===== config.mk =====
export PLATFORM = sky130hd
export DESIGN_NAME = dvc_ctrl
export DESIGN_NICKNAME = d
export VERILOG_FILES = /design/src/rtl/core/distinct_value_counter_macros.svh /design/src/rtl/core/dvc_pkg.sv /design/src/rtl/core/dvc_ctrl.sv
export SDC_FILE = /design/constraint.sdc
export NUM_CORES = 1
export LEC_CHECK = 0
export ABC_AREA = 0
export BUFFER_PORTS_ARGS = -buffer_cell sky130_fd_sc_hd__buf_2
export CAP_MARGIN = 15
export CORE_AREA = 2 2 39 41
export DETAILED_ROUTE_END_ITERATION = 8
export DIE_AREA = 0 0 41 43
export GPL_ROUTABILITY_DRIVEN = 1
export PLACE_DENSITY = 0.35
export SKIP_CTS_REPAIR_TIMING = 1
export SYNTH_ARGS = -nofsm -noshare
export SYNTH_HDL_FRONTEND = slang
export SYNTH_SLANG_ARGS = --single-unit

===== constraint.sdc =====
create_clock -name i_clk -period 1.1 [get_ports i_clk]
set_input_delay 0.055 -clock i_clk [delete_from_list [all_inputs] [get_ports i_clk]]
set_output_delay 0.055 -clock i_clk [all_outputs]
set_load 0.005 [all_outputs]

===== src/rtl/core/distinct_value_counter_macros.svh =====
// Assertion macros for the distinct value counter.
// Used by the RTL files that carry concurrent checks; no other dependencies.
`ifndef DISTINCT_VALUE_COUNTER_MACROS_SVH
`define DISTINCT_VALUE_COUNTER_MACROS_SVH
`ifndef SYNTHESIS
// same-cycle implication, disabled during reset
`define DVC_ASSERT(label, clk, rst_n, ante, cons) \
    label: assert property (@(posedge clk) disable iff (!(rst_n)) (ante) |-> (cons)) \
        else $error("distinct_value_counter: assertion failed");
// next-cycle implication, disabled during reset
`define DVC_ASSERT_NEXT(label, clk, rst_n, ante, cons) \
    label: assert property (@(posedge clk) disable iff (!(rst_n)) (ante) |=> (cons)) \
        else $error("distinct_value_counter: assertion failed");
`else
`define DVC_ASSERT(label, clk, rst_n, ante, cons)
`define DVC_ASSERT_NEXT(label, clk, rst_n, ante, cons)
`endif
`endif


===== src/rtl/core/dvc_pkg.sv =====
// Shared types for the distinct value counter: item structs, table entry,
// controller states and the command/status groups. No dependencies.
package dvc_pkg;

    localparam int VALUE_W = 32;
    localparam int COUNT_W = 32;

    // one input item
    typedef struct packed {
        logic signed [VALUE_W-1:0] value;
        logic                      last_of_array;
    } t_in_item;

    // one result item
    typedef struct packed {
        logic [5:0]         slot;
        logic [COUNT_W-1:0] occurrences;
        logic               is_new;
        logic               dropped;
        logic [6:0]         distinct_total;
        logic               batch_end;
    } t_out_item;

    // one table entry as stored in the RAM
    typedef struct packed {
        logic [VALUE_W-1:0] value;
        logic [COUNT_W-1:0] count;
    } t_entry;

    localparam int ENTRY_W = $bits(t_entry);
    localparam logic [COUNT_W-1:0] COUNT_MAX = '1;
    localparam logic [COUNT_W-1:0] COUNT_ONE = COUNT_W'(1);

    typedef enum logic [1:0] {
        ST_IDLE,
        ST_SCAN,
        ST_RESULT
    } t_state;

    // controller -> datapath
    typedef struct packed {
        logic load;
        logic scan;
        logic finish_hit;
        logic finish_miss;
    } t_ctl_cmd;

    // datapath -> controller
    typedef struct packed {
        logic hit;
        logic exhausted;
    } t_dp_status;

endpackage


===== src/rtl/core/dvc_ctrl.sv =====
// Controller of the distinct value counter: sequences accept, table scan
// and result hand-off. Depends on dvc_pkg.
module dvc_ctrl (
    input  logic                i_clk,
    input  logic                i_rst_n,
    input  logic                i_in_valid,
    input  logic                i_out_ready,
    input  dvc_pkg::t_dp_status i_status,
    output logic                o_in_ready,
    output logic                o_out_valid,
    output dvc_pkg::t_ctl_cmd   o_cmd
);

    dvc_pkg::t_state r_state;
    dvc_pkg::t_state n_state;

    // state register
    always_ff @(posedge i_clk) begin
        if (!i_rst_n) begin
            r_state <= dvc_pkg::ST_IDLE;
        end else begin
            r_state <= n_state;
        end
    end

    // next state and commands
    always_comb begin
        n_state     = r_state;
        o_cmd       = '0;
        o_in_ready  = 1'b0;
        o_out_valid = 1'b0;
        unique case (r_state)
            dvc_pkg::ST_IDLE: begin
                o_in_ready = 1'b1;
                if (i_in_valid) begin
                    o_cmd.load = 1'b1;
                    n_state    = dvc_pkg::ST_SCAN;
                end
            end
            dvc_pkg::ST_SCAN: begin
                o_cmd.scan = 1'b1;
                if (i_status.hit) begin
                    o_cmd.finish_hit = 1'b1;
                    n_state          = dvc_pkg::ST_RESULT;
                end else if (i_status.exhausted) begin
                    o_cmd.finish_miss = 1'b1;
                    n_state           = dvc_pkg::ST_RESULT;
                end
            end
            dvc_pkg::ST_RESULT: begin
                o_out_valid = 1'b1;
                if (i_out_ready) begin
                    n_state = dvc_pkg::ST_IDLE;
                end
            end
            default: begin
                n_state = dvc_pkg::ST_IDLE;
            end
        endcase
    end

endmodule


---- After elaboration in Yosys (flattened, before gate mapping) ----
Cells that the tools add are included.
W data, S select, Z words.
storage, ports and cells
  bits in registers ....................... 2
  input bits .............................. 6
  output and inout port bits .............. 6
  word-level logic and storage cells ...... 21
operators by class
  eq/ne operators ......................... 5
  muxes and demuxes ....................... 13
  reduce and logical (&&, ||, !) cells .... 2
operators with widths
  operator              count
  $mux W2               4
  $mux W1               7
  $pmux W2 S3           1
  $ne A2 B2 Y1 const B  2
  $mux W3               1
  $ne A3 B3 Y1 const B  1
  $reduce_and A3 Y1     1
  $eq A2 B1 Y1 const B  1
  $eq A2 B2 Y1 const B  1
  $logic_not A2 Y1      1

---- Logic depth before layout (Yosys ltp) ----
  depth in word-level cells ............... 3
  depth in mapped cells ................... 3

---- Least setup slack after synthesis ----
No wires, ideal clock.
  path type ............................... register to register
  from .................................... reg r_state[1]
  to ...................................... reg r_state[1]
  arrival ................................. 0.718 ns
  path slack .............................. 0.316 ns
  stages on the path, launching flop included .. 4
  path buffers ............................ 0
  cells stage by stage .................... dfxtp_1 > nor2b_1 > nand2b_1 > a21boi_2
between the ends
  word-level cells in the longest chain between the ends .. 3
  elaborated cells on any way between the ends .. 8
  classes of those cells .................. eq/ne: 5; mux: 1; reduce/logical: 2
ends and longest elaborated chain
  element                                                               RTL line        RTL
  start, declared                                                       dvc_ctrl.sv:14  dvc_pkg::t_state r_state;
  start signal, assigned                                                dvc_ctrl.sv:20  r_state <= dvc_pkg::ST_IDLE;
  start signal, assigned                                                dvc_ctrl.sv:22  r_state <= n_state;
  $eq A2 B1 Y1 (tied with other cells)                                  dvc_ctrl.sv:32  unique case (r_state)
  $ne A3 B3 Y1 (no source line) / $ne A2 B2 Y1 (equally long branches)  n/a
  $reduce_and A3 Y1 (no source line)                                    n/a
Several ways; a longest one is shown, not always the timed one.
A chain may end at the register's enable or synchronous reset.

==> flow_summary.ini <==
[cells_and_area]
largest_reg_flops = 2
largest-register = r_state
final_cell_mix = buf_2, clkbuf_4, nor2_1, and2_1, dfxtp_2
antenna_cells = 0
fill_cells = 161
final_util = 0.163
biggestRegsByFlops = r_state x2
seq_area_um2 = 42.5
final_common_cell = buf_2
fin_nets = 36
multi_input_area_um2 = 85.1
syn2layout_area_growth_pct = 80.0
instances_no_fill = 44
drive_above_1_share = 0.643

[power]
finalPower_mw = 0.305
power.leakage_nw = 0.112
powerDensity_nw_per_um2 = 1350
ir_worst_vdd_mv = 0.413

[sta]
finalMaxSlewViolations = 0
period_share = 1.01
clock_skew_ns = 0.00376
min_period_ns = 1.11
worst_slew_pin_slew_ns = 0.131
rsz0062_at_grt = true
setup_violations = 1
slew_headroom = 0.910
hold_violations = 0
fin_ws_ns = -0.0130
clock.fmax_ghz = 0.898

[detailed_routing]
wl_met1_um = 219
top_layer = met3
dr_wl_met2_um = 147
routed_via_density = 3.61
drt_iter0_drc = 9
finalWirelength_um = 421
antenna_left = 0
wl_met3_um = 54
drtPass1Iterations = 3
drcViolationCount = 0
num_vias = 159
wire_per_inst_um = 9.57

[critical_path]
cp.depth = 3
critPathKind = flip-flop to primary output
startpoint = r_state[1]$_SDFFE_PN0P_
cp_slowest_cell = dfxtp_2
critPathRequiredTime_ns = 1.04
r2r-start = r_state[1]$_SDFFE_PN0P_
slowest_delay_ns = 0.32
worst_setup_path_start_kind = flip-flop
crit_buf_inv = 1
crit_family = simple AND/OR/NAND/NOR gates
worstSetupEndpointType = primary output
worst-path-max-fanout = 4
path_cells = and2b_4, and3b_1, buf_2
worst_r2r_path_depth = 3
arrival_ns = 1.06

[placement]
port_buffers = 11
dp_slack_ns = 0.192
gp_congestion = 0.596
dpl.cell_count = 41

[worst_hold_path]
hold_class = input port to flip-flop
whs_path_depth = 2
hold_start = i_rst_n

[clock_tree]
cts_buffer_depth = 2
root_buffer = clkbuf_4
cts_buffers = 3
clock_latency_ns = 0.23
tritoncts = yes
htreeDepth = 1
cts.clk_slew.worst_paths_ns = 0.03
cts.sinks = 2

[global_routing]
grt-ovfl-total = 0
antenna_found_initial = 0
grt_pass1_wl_um = 724
grt_pass1_vias = 183
grt_max_degree = 5
grt_use_total = 0.0681

[die]
ios = 12
initial_core_util = 0.0904
die_w_um = 41
die_h_um = 43
die_area_um2 = 1760
rows = 14
core_region_area_um2 = 1380

[status]
outcome = finished with violations
violations = setup timing

[logic_synthesis]
synthesis.nets = 20
ys_seq_area_frac = 0.320
synth.avg_cell_area_um2 = 8.94
synth_cell_types = 11
syn_inst = 14
ys_seq_elements = 2
ys_warn_count = 0
synth_area_um2 = 125

[run]
max_cap_viol_count = 0
worst paths after layout:
path / endpoint / slack, ns
hold / removal: r_state[1]$_SDFFE_PN0P_ / 0.09
setup reg to reg: r_state[1]$_SDFFE_PN0P_ / 0.27
hold reg to reg: r_state[0]$_SDFFE_PN0P_ / 0.42
setup / recovery: o_cmd[0] / -0.01
per-stage QoR:
step           TNS (ns)  hold slack (ns)  area [um2]
6_report        -0.0130           0.0874         225
3_5_place_dp          0            0.320         200
2_1_floorplan         0            0.205         125
5_1_grt         -0.0932           0.0850         225
3_3_place_gp          0            0.312         200
4_1_cts         -0.0655           0.0832         223
power by group:
part	leakage (nW)	switching [mW]	internal [mW]
registers	0.0172	0.00522	0.0790
logic	0.0814	0.0230	0.0320
clock network	0.0138	0.0452	0.121
total	0.112	0.0734	0.232
layer usage:
metal,vias to the layer above,track usage
met4,0,0.0800
li1,75,-
met3,0,0.0314
met5,-,0
met2,12,0.0688
met1,72,0.0895
worst reg2reg max path, stage by stage (launching register included):
cell	delay (ns)
dfxtp_2	0.32
and2b_4	0.25
o21ai_1	0.07
a21boi_2	0.12
cell families after synthesis:
kind of cell     after synthesis  share of synthesized area
AND/OR/NAND/NOR                9                      0.470
flip-flops                     2                      0.320
AO/OA/AOI/OAI                  2                      0.130
multiplexers                   1                     0.0800
cell type report:
class	instances	share of cell area
clock buffer	3	0.100
multi-input combinational	12	0.378
sequential	2	0.189
tap	16	0.0889
timing repair buffer	11	0.244
cell usage after synthesis, drive strengths merged:
cell type | n | area share
and3b | 1 | 0.070
and2b | 1 | 0.080
nor3b | 1 | 0.060
dfxtp | 2 | 0.32
a21boi | 1 | 0.090
nor2b | 1 | 0.050
nand2b | 1 | 0.050
and2 | 2 | 0.10
o21ai | 1 | 0.040
mux2i | 1 | 0.080
nor2 | 2 | 0.060
Power figures use the tool's default switching activity.
