### config.mk
export PLATFORM = sky130hd
export DESIGN_NAME = dvc_datapath
export DESIGN_NICKNAME = d
export VERILOG_FILES = /design/src/rtl/core/dvc_pkg.sv /design/src/rtl/core/dvc_ram.sv /design/src/rtl/core/dvc_datapath.sv
export VERILOG_INCLUDE_DIRS = /design/src /design/src/rtl/core
export SDC_FILE = /design/constraint.sdc
export NUM_CORES = 2
export LEC_CHECK = 0
export BUFFER_PORTS_ARGS = -buffer_cell sky130_fd_sc_hd__buf_2
export CORE_ASPECT_RATIO = 0.6
export CORE_MARGIN = 4
export CORE_UTILIZATION = 40
export DETAILED_ROUTE_END_ITERATION = 12
export PLACE_DENSITY = 0.63
export SYNTH_ARGS = -nofsm -noshare
export SYNTH_HDL_FRONTEND = slang
export SYNTH_HIERARCHICAL = 1
export SYNTH_SLANG_ARGS = --single-unit
### constraint.sdc
create_clock -name i_clk -period 10.25 [get_ports i_clk]
set_input_delay 1.025 -clock i_clk [delete_from_list [all_inputs] [get_ports i_clk]]
set_output_delay 1.025 -clock i_clk [all_outputs]
set_load 0.02 [all_outputs]
### src/rtl/core/distinct_value_counter_macros.svh
// Assertion macros for the distinct value counter.
// Used by the RTL files that carry concurrent checks; no other dependencies.
`ifndef DISTINCT_VALUE_COUNTER_MACROS_SVH
`define DISTINCT_VALUE_COUNTER_MACROS_SVH
`ifndef SYNTHESIS
// same-cycle implication, disabled during reset
`define DVC_ASSERT(label, clk, rst_n, ante, cons) \
    label: assert property (@(posedge clk) disable iff (!(rst_n)) (ante) |-> (cons)) \
        else $error("distinct_value_counter: assertion failed");
// next-cycle implication, disabled during reset
`define DVC_ASSERT_NEXT(label, clk, rst_n, ante, cons) \
    label: assert property (@(posedge clk) disable iff (!(rst_n)) (ante) |=> (cons)) \
        else $error("distinct_value_counter: assertion failed");
`else
`define DVC_ASSERT(label, clk, rst_n, ante, cons)
`define DVC_ASSERT_NEXT(label, clk, rst_n, ante, cons)
`endif
`endif

### src/rtl/core/dvc_pkg.sv
// Shared types for the distinct value counter: item structs, table entry,
// controller states and the command/status groups. No dependencies.
package dvc_pkg;

    localparam int VALUE_W = 32;
    localparam int COUNT_W = 32;

    // one input item
    typedef struct packed {
        logic signed [VALUE_W-1:0] value;
        logic                      last_of_array;
    } t_in_item;

    // one result item
    typedef struct packed {
        logic [5:0]         slot;
        logic [COUNT_W-1:0] occurrences;
        logic               is_new;
        logic               dropped;
        logic [6:0]         distinct_total;
        logic               batch_end;
    } t_out_item;

    // one table entry as stored in the RAM
    typedef struct packed {
        logic [VALUE_W-1:0] value;
        logic [COUNT_W-1:0] count;
    } t_entry;

    localparam int ENTRY_W = $bits(t_entry);
    localparam logic [COUNT_W-1:0] COUNT_MAX = '1;
    localparam logic [COUNT_W-1:0] COUNT_ONE = COUNT_W'(1);

    typedef enum logic [1:0] {
        ST_IDLE,
        ST_SCAN,
        ST_RESULT
    } t_state;

    // controller -> datapath
    typedef struct packed {
        logic load;
        logic scan;
        logic finish_hit;
        logic finish_miss;
    } t_ctl_cmd;

    // datapath -> controller
    typedef struct packed {
        logic hit;
        logic exhausted;
    } t_dp_status;

endpackage

### src/rtl/core/dvc_ram.sv
// Generic single-write, single-read RAM with registered read data.
// No dependencies.
module dvc_ram #(
    parameter int WIDTH = 64,
    parameter int DEPTH = 64,
    localparam int AW = (DEPTH > 1) ? $clog2(DEPTH) : 1
) (
    input  logic             i_clk,
    input  logic             i_we,
    input  logic [AW-1:0]    i_waddr,
    input  logic [WIDTH-1:0] i_wdata,
    input  logic [AW-1:0]    i_raddr,
    output logic [WIDTH-1:0] o_rdata
);

    logic [WIDTH-1:0] r_mem [DEPTH];
    logic [WIDTH-1:0] r_rdata;

    // write port and registered read port
    always_ff @(posedge i_clk) begin
        if (i_we) begin
            r_mem[i_waddr] <= i_wdata;
        end
        r_rdata <= r_mem[i_raddr];
    end

    assign o_rdata = r_rdata;

endmodule

### src/rtl/core/dvc_datapath.sv
// Datapath of the distinct value counter: item register, scan pointer,
// compare stage, occupancy counter, result register and the table RAM.
// Depends on dvc_pkg, dvc_ram and distinct_value_counter_macros.svh.
`include "distinct_value_counter_macros.svh"

module dvc_datapath #(
    parameter int TABLE_DEPTH = 64
) (
    input  logic               i_clk,
    input  logic               i_rst_n,
    input  dvc_pkg::t_ctl_cmd  i_cmd,
    input  dvc_pkg::t_in_item  i_in_item,
    output dvc_pkg::t_dp_status o_status,
    output dvc_pkg::t_out_item o_out_item
);

    localparam int AW = (TABLE_DEPTH > 1) ? $clog2(TABLE_DEPTH) : 1;
    localparam int OW = $clog2(TABLE_DEPTH + 1);

    dvc_pkg::t_in_item  r_item;
    dvc_pkg::t_out_item r_out;
    dvc_pkg::t_out_item n_out;
    logic [OW-1:0]      r_occ;
    logic [OW-1:0]      r_idx;
    logic [AW-1:0]      r_cmp_idx;
    logic               r_cmp_vld;

    dvc_pkg::t_entry    rd_entry;
    logic [dvc_pkg::ENTRY_W-1:0] ram_rdata;
    logic [dvc_pkg::ENTRY_W-1:0] ram_wdata;
    logic [AW-1:0]      ram_waddr;
    logic               ram_we;
    logic               issue;
    logic               hit;
    logic               full;
    logic [dvc_pkg::COUNT_W-1:0] inc_count;

    // scan: one read issued per cycle, compared in the following cycle
    assign issue     = i_cmd.scan && (r_idx < r_occ);
    assign full      = (r_occ == OW'(TABLE_DEPTH));
    assign rd_entry  = dvc_pkg::t_entry'(ram_rdata);
    assign hit       = r_cmp_vld && (rd_entry.value == r_item.value);
    assign inc_count = (rd_entry.count == dvc_pkg::COUNT_MAX) ? rd_entry.count
                                                              : rd_entry.count + 1'b1;

    assign o_status.hit       = hit;
    assign o_status.exhausted = !issue && !r_cmp_vld;

    // table write: count update on a hit, append on a miss with room
    always_comb begin
        ram_we    = i_cmd.finish_hit || (i_cmd.finish_miss && !full);
        ram_waddr = i_cmd.finish_hit ? r_cmp_idx : r_occ[AW-1:0];
        ram_wdata = i_cmd.finish_hit ? {r_item.value, inc_count}
                                     : {r_item.value, dvc_pkg::COUNT_ONE};
    end

    // result assembly
    always_comb begin
        n_out           = r_out;
        n_out.batch_end = r_item.last_of_array;
        if (i_cmd.finish_hit) begin
            n_out.slot           = 6'(r_cmp_idx);
            n_out.occurrences    = inc_count;
            n_out.is_new         = 1'b0;
            n_out.dropped        = 1'b0;
            n_out.distinct_total = 7'(r_occ);
        end else if (!full) begin
            n_out.slot           = 6'(r_occ);
            n_out.occurrences    = dvc_pkg::COUNT_ONE;
            n_out.is_new         = 1'b1;
            n_out.dropped        = 1'b0;
            n_out.distinct_total = 7'(r_occ + 1'b1);
        end else begin
            n_out.slot           = '0;
            n_out.occurrences    = '0;
            n_out.is_new         = 1'b0;
            n_out.dropped        = 1'b1;
            n_out.distinct_total = 7'(r_occ);
        end
    end

    // control registers
    always_ff @(posedge i_clk) begin
        if (!i_rst_n) begin
            r_occ     <= '0;
            r_idx     <= '0;
            r_cmp_vld <= 1'b0;
        end else begin
            if (i_cmd.load) begin
                r_idx     <= '0;
                r_cmp_vld <= 1'b0;
            end else if (i_cmd.scan) begin
                r_cmp_vld <= issue;
                if (issue) begin
                    r_idx <= r_idx + 1'b1;
                end
            end
            if (i_cmd.finish_miss && !full) begin
                r_occ <= r_occ + 1'b1;
            end
        end
    end

    // payload registers
    always_ff @(posedge i_clk) begin
        if (i_cmd.load) begin
            r_item <= i_in_item;
        end
        if (i_cmd.scan) begin
            r_cmp_idx <= r_idx[AW-1:0];
        end
        if (i_cmd.finish_hit || i_cmd.finish_miss) begin
            r_out <= n_out;
        end
    end

    assign o_out_item = r_out;

    dvc_ram #(
        .WIDTH (dvc_pkg::ENTRY_W),
        .DEPTH (TABLE_DEPTH)
    ) u_table (
        .i_clk   (i_clk),
        .i_we    (ram_we),
        .i_waddr (ram_waddr),
        .i_wdata (ram_wdata),
        .i_raddr (r_idx[AW-1:0]),
        .o_rdata (ram_rdata)
    );

    // checks
    `DVC_ASSERT(a_occ_bound, i_clk, i_rst_n, 1'b1, r_occ <= OW'(TABLE_DEPTH))
    `DVC_ASSERT(a_cmp_in_table, i_clk, i_rst_n, r_cmp_vld, OW'(r_cmp_idx) < r_occ)
    `DVC_ASSERT_NEXT(a_append_grows, i_clk, i_rst_n, i_cmd.finish_miss && !full, r_occ == OW'($past(r_occ) + 1'b1))
    `DVC_ASSERT_NEXT(a_hit_keeps_occ, i_clk, i_rst_n, i_cmd.finish_hit, r_occ == $past(r_occ))

endmodule

# [Word-level counts from Yosys, hierarchy flattened]
# Memories as Yosys holds them, arrays and structs flattened. A register that Yosys moved wholly into a read port is not among the register bits.
# Cells that the tools add are included.
[word_totals] ff_bits=102 n_memories=1 latchBits=0 word_cells=39 rom_bits=0 in_bits=39 ram_bits=4096 out_inout_bits=50
[memory_table] name="u_table.r_mem" depth=64 width=64 rd=1 rd_clocked_by_memory_dff=1 write_ports=1 line="dvc_ram.sv:16" text="logic [WIDTH-1:0] r_mem [DEPTH];"
[classes] addsub=3 n_eq_ne=3 mul=0 n_bitwise=1 reduce_logical=11 n_div=0 shift=0 mux=7 n_lt_le_gt_ge=1
[ops] cell="$mux W47" n=2
[ops] cell="$mux W32" n=2
[ops] cell="$add A32 B1 Y32 const B" n=1
[ops] cell="$eq A32 B32 Y1" n=1
[ops] cell="$eq A32 B32 Y1 const B" n=1
[ops] cell="$add A7 B1 Y7 const B" n=2
[ops] cell="$eq A7 B7 Y1 const B" n=1
[ops] cell="$lt A7 B7 Y1" n=1
[ops] cell="$mux W6" n=1
[ops] cell="$logic_and A1 B1 Y1" n=4
[ops] cell="$logic_not A1 Y1" n=3
[ops] cell="$logic_or A1 B1 Y1" n=2
[ops] cell="$mux W1" n=2
[ops] cell="$reduce_and A2 Y1" n=1
[ops] cell="$reduce_or A2 Y1" n=1
[ops] cell="$not A1 Y1" n=1

# [Longest topological paths before layout]
[depth] ltp_word=6 ltp_mapped=10 depth_no_buf=9

# [Cells and area by module]
# The synthesis kept the hierarchy.
[by_module_without_submodules] module="dvc_ram" area_each_um2=156348.7 cells_each=6598 instances=1 seq_area_each_um2=124279.2
[by_module_without_submodules] module="dvc_datapath" area_each_um2=5338.9 cells_each=478 instances=1 seq_area_each_um2=2912.8

# [Worst setup path after synthesis]
# No wires, ideal clock.
[synth_timing] kind="input to register" startpoint="in i_cmd[1] in the netlist's numbering" endpoint="mem u_table.r_mem[49][0], enable pin" required_time_ps=9686 path_buffers=1 setup_ps=564 cell_stages=5 arrival_time_ps=6974 setup_slack_ps=2712 cell_sequence="clkbuf_1 -> or2_2 -> nor2b_1 -> nand4_1 -> nor3_1"
[synth_between] elab_chain_cells=3 word_cells_on_any_way=4 cone_classes="mux (3); reduce/logical (1)"
[synth_lines] item="from (decl)" line="dvc_datapath.sv:11" text="input dvc_pkg::t_ctl_cmd i_cmd,"
[synth_lines] item="$logic_or A1 B1 Y1" line="dvc_datapath.sv:51" text="ram_we = i_cmd.finish_hit || (i_cmd.finish_miss && !full);"
[synth_lines] item="via ram_we" line="dvc_datapath.sv:32" text="logic ram_we;"
[synth_lines] item="$mux W1" line="dvc_ram.sv:21" text="if (i_we) begin"
[synth_lines] item="$mux W1 (implied by the code)" line="dvc_ram.sv:22" text="r_mem[i_waddr] <= i_wdata;"
[synth_lines] item="to (decl)" line="dvc_ram.sv:16"
# The timed path passes the listed nets, and every way through them passes these cells.

# [Worst setup path in the final report]
[layout_timing] startpoint="reg r_occ[2]" endpoint="mem u_table.r_mem[47][41], enable pin"
[layout_between] word_cells_on_any_way=7 cone_classes="eq/ne (1); mux (3); reduce/logical (3)"
[layout_lines] item="from (decl)" line="dvc_datapath.sv:23" text="logic [OW-1:0] r_occ;"
[layout_lines] item="from (signal assigned)" line="dvc_datapath.sv:99" text="r_occ <= r_occ + 1'b1;"
[layout_lines] item="$mux W6" line="dvc_datapath.sv:52" text="ram_waddr = i_cmd.finish_hit ? r_cmp_idx : r_occ[AW-1:0];"
[layout_lines] item="via ram_waddr[2]" line="dvc_datapath.sv:31" text="logic [AW-1:0] ram_waddr;"
# The timed path passes the listed nets, and every way through them passes these cells.

==> qor.csv <==
metric,value,unit
status,"complete, no violations",
RSZ-0062 raised after global routing,no,
final wirelength,454.5,mm
top_reg_cell synth,edfxtp_1,
Storage cell area,127200,um2
Initial DRT Pass Iterations,8,
pwr/cell area,190.6,nW/um2
dpl hpwl,261.7,mm
Final Power,34590,uW
synthesized area,161700,um2
CTS Buffer Depth,4,
Avg WL per Cell,34.76,um
worst hold start,i_in_item[22],
# setup viols final,0,
core area,401800,um2
crit-path max FO,40,
DR iter-0 viols,14070,
area of the multi-input gates,33430,um2
CP Launch Point,r_occ[2],
Async SR Flop Fraction,0,%
Post-synth EDFFs,4183,
"area leader, netlist",edfxtp_1,
maximum clock rate,183.5,MHz
Worst slew margin,11.49,%
number of global-route vias before repair,77860,
worst r2r src,r_occ[2],
worst skew pair latency,0.94,ns
fraction of layout cells with a size suffix above 1,26.50,%
Overflow after GRT,0,
post-synth top area share,77.69,%
worst slew pin tran,1.314,ns
Site Rows,180,
largest net degree at the start of global routing,116,
Startpoint Class,flop,
GP Congestion,0.8465,
sequential-to-total area share from yosys stat,78.67,%
die width,828.8,um
Tcrit/Tclk final,53.16,%
Initial Util,40.24,%
Vias,80990,
Synth area leaders,"edfxtp_1, mux4_2, dfxtp_1",
vias per cell,6.193,
# Max-Cap Violations,0,
Worst Clk Skew,0.06332,ns
TNS Setup,0,ns
Nets,7451,
Synthesized Nets,7126,
"Slew Viols, Final",0,
"Warnings, synthesis",6,
Final Core Density,45.17,%
clock sinks,4262,
average size of a mapped cell,22.85,um2
worst hold path type,in -> reg,
Synth cell types,65,
#FFs+latches synth,4262,
Gate Count Post-Synth,7076,
H-Tree Depth,5,
postcts setup bufs,0,
Worst Setup Path Type,reg -> reg,
"Reg clk slew, reported paths",0.07,ns
total CTS buffers,364,
Crit path arrival time,5.98,ns
Worst VDD drop,147.4,uV
area grow syn2layout,12.24,%
fill count,33010,
Root Buffer,clkbuf_16,
CTS tree,built,
first-pass GRT wire length,630.2,mm
Boundary Pins,89,
Post-CTS Resized,0,
final period demand of the worst path,5.449,ns
hold bufs inserted after CTS,0,
Die Y-Extent,500.5,um
Leakage,0.05401,uW
crit end category,flop,
Routed Antenna Nets,0,
initial antenna violation count,31,
Final Hold Fails,0,
required time worst endpoint,10.78,ns
die area,414800,um2
Global Route Usage Sum,21.45,%
DRC violations left,0,
buffers added on ports,88,
[critical path: stages, from the launching register on]
cell and delay [ns]:
dfxtp_1 0.40, clkinv_1 0.24, o21ai_0 1.04, nand4_1 1.18, nor2_4 1.25, buf_4 0.84
[cells in the final DEF, fill, tap and decap left out, types with 19 or more instances in the layout]
| master | synthesis | final |
|---|---|---|
| edfxtp_1 | 4183 | 4183 |
| mux4_2 | 1024 | 1024 |
| clkbuf_16 | 0 | 368 |
| buf_4 | 35 | 249 |
| a22oi_1 | 168 | 168 |
| mux2i_1 | 158 | 148 |
| nand2_1 | 101 | 98 |
| buf_2 | 170 | 88 |
| a22o_1 | 88 | 88 |
| clkbuf_1 | 154 | 84 |
| o22ai_1 | 83 | 83 |
| clkinv_2 | 0 | 75 |
| dfxtp_1 | 79 | 75 |
| and3_1 | 71 | 71 |
| nor2_4 | 0 | 69 |
| nand3_1 | 68 | 68 |
| clkinv_1 | 2 | 62 |
| a211oi_1 | 64 | 62 |
| nor2_1 | 127 | 58 |
| or3_1 | 38 | 38 |
| o221ai_1 | 38 | 38 |
| xnor2_1 | 38 | 37 |
| inv_1 | 30 | 30 |
| nor2b_1 | 33 | 29 |
| or2_2 | 29 | 29 |
| bufinv_16 | 0 | 28 |
| o21ai_0 | 29 | 27 |
| a41oi_1 | 26 | 26 |
| nand4_1 | 23 | 23 |
| a31oi_1 | 22 | 22 |
| nand2b_1 | 25 | 22 |
| a21oi_1 | 30 | 20 |
| a2bb2oi_1 | 19 | 19 |
[Yosys cell counts, types with 13 or more instances]
cell type,number
edfxtp_1,4183
mux4_2,1024
buf_2,170
a22oi_1,168
mux2i_1,158
clkbuf_1,154
nor2_1,127
nand2_1,101
a22o_1,88
o22ai_1,83
dfxtp_1,79
and3_1,71
nand3_1,68
a211oi_1,64
o221ai_1,38
or3_1,38
xnor2_1,38
buf_4,35
nor2b_1,33
a21oi_1,30
inv_1,30
o21ai_0,29
or2_2,29
a41oi_1,26
nand2b_1,25
nand4_1,23
a31oi_1,22
buf_1,22
a2bb2oi_1,19
and2_1,13
[kinds of logic after synthesis]
kind of cell,synth area share [%]
AOI/OAI and AO/OA,2.723
muxes,15.25
buffers and inverters,1.220
xor gates and xnor gates,0.2383
and+or+nand+nor,1.820
adders and majority gates,0.08512
DFF,78.67
[per-layer routing]
layer  global-route usage, %  vias up  wire length, um
met1                   33.57    44020           190500
met4                   5.881        6            13820
met2                   30.42     5406           196000
li1                        -    30910                -
met5                       0        -               40
met3                   4.539      647            54200
[path summary, 6_finish.rpt]
check                                              to  slack, ns  cells after the start
worst max-delay path            u_table/r_mem[47][41]       4.80                      5
worst min-delay path                       r_item[22]       0.28                      1
worst max register to register  u_table/r_mem[47][41]       4.80                      5
worst min register to register          o_out_item[0]       0.43                      0
[cell type report]
| class | instances | share of cell area (%) |
|---|---|---|
| antenna | 18 | 0.02482 |
| clock buffer | 464 | 5.339 |
| clock inverter | 191 | 0.9652 |
| inverter | 32 | 0.06618 |
| multi-input combinational | 2393 | 18.42 |
| sequential | 4262 | 70.09 |
| tap | 5369 | 3.702 |
| timing repair buffer | 348 | 1.394 |
[per-stage QoR]
stage	std cells	hold WS, ns	setup WS, ns	instance area, um2
final	13080	0.2842	4.801	181500
after global routing	13060	0.2296	4.677	181400
after CTS	13060	0.2113	4.898	181400
after detailed placement	12400	0.4212	4.155	170000
after global placement	12400	0.4207	4.215	170000
after floorplan	7076	0.4003	2.712	161700
[report_power, final]
group | internal, uW | switching, uW | leakage [uW]
sequential | 19400 | 98.9 | 0.0387
clock | 7420 | 6270 | 0.00562
combinational | 390 | 987 | 0.00966
[registers in the layout (all words and copies together), names as in the netlist]
register and count:
r_idx 7, u_table/r_mem 4096, r_cmp_idx 6, o_out_item 48, u_table/o_rdata 64, r_occ 7
r_cmp_vld 1, r_item 32, n_out 1
(Power assumes the default switching activity.)
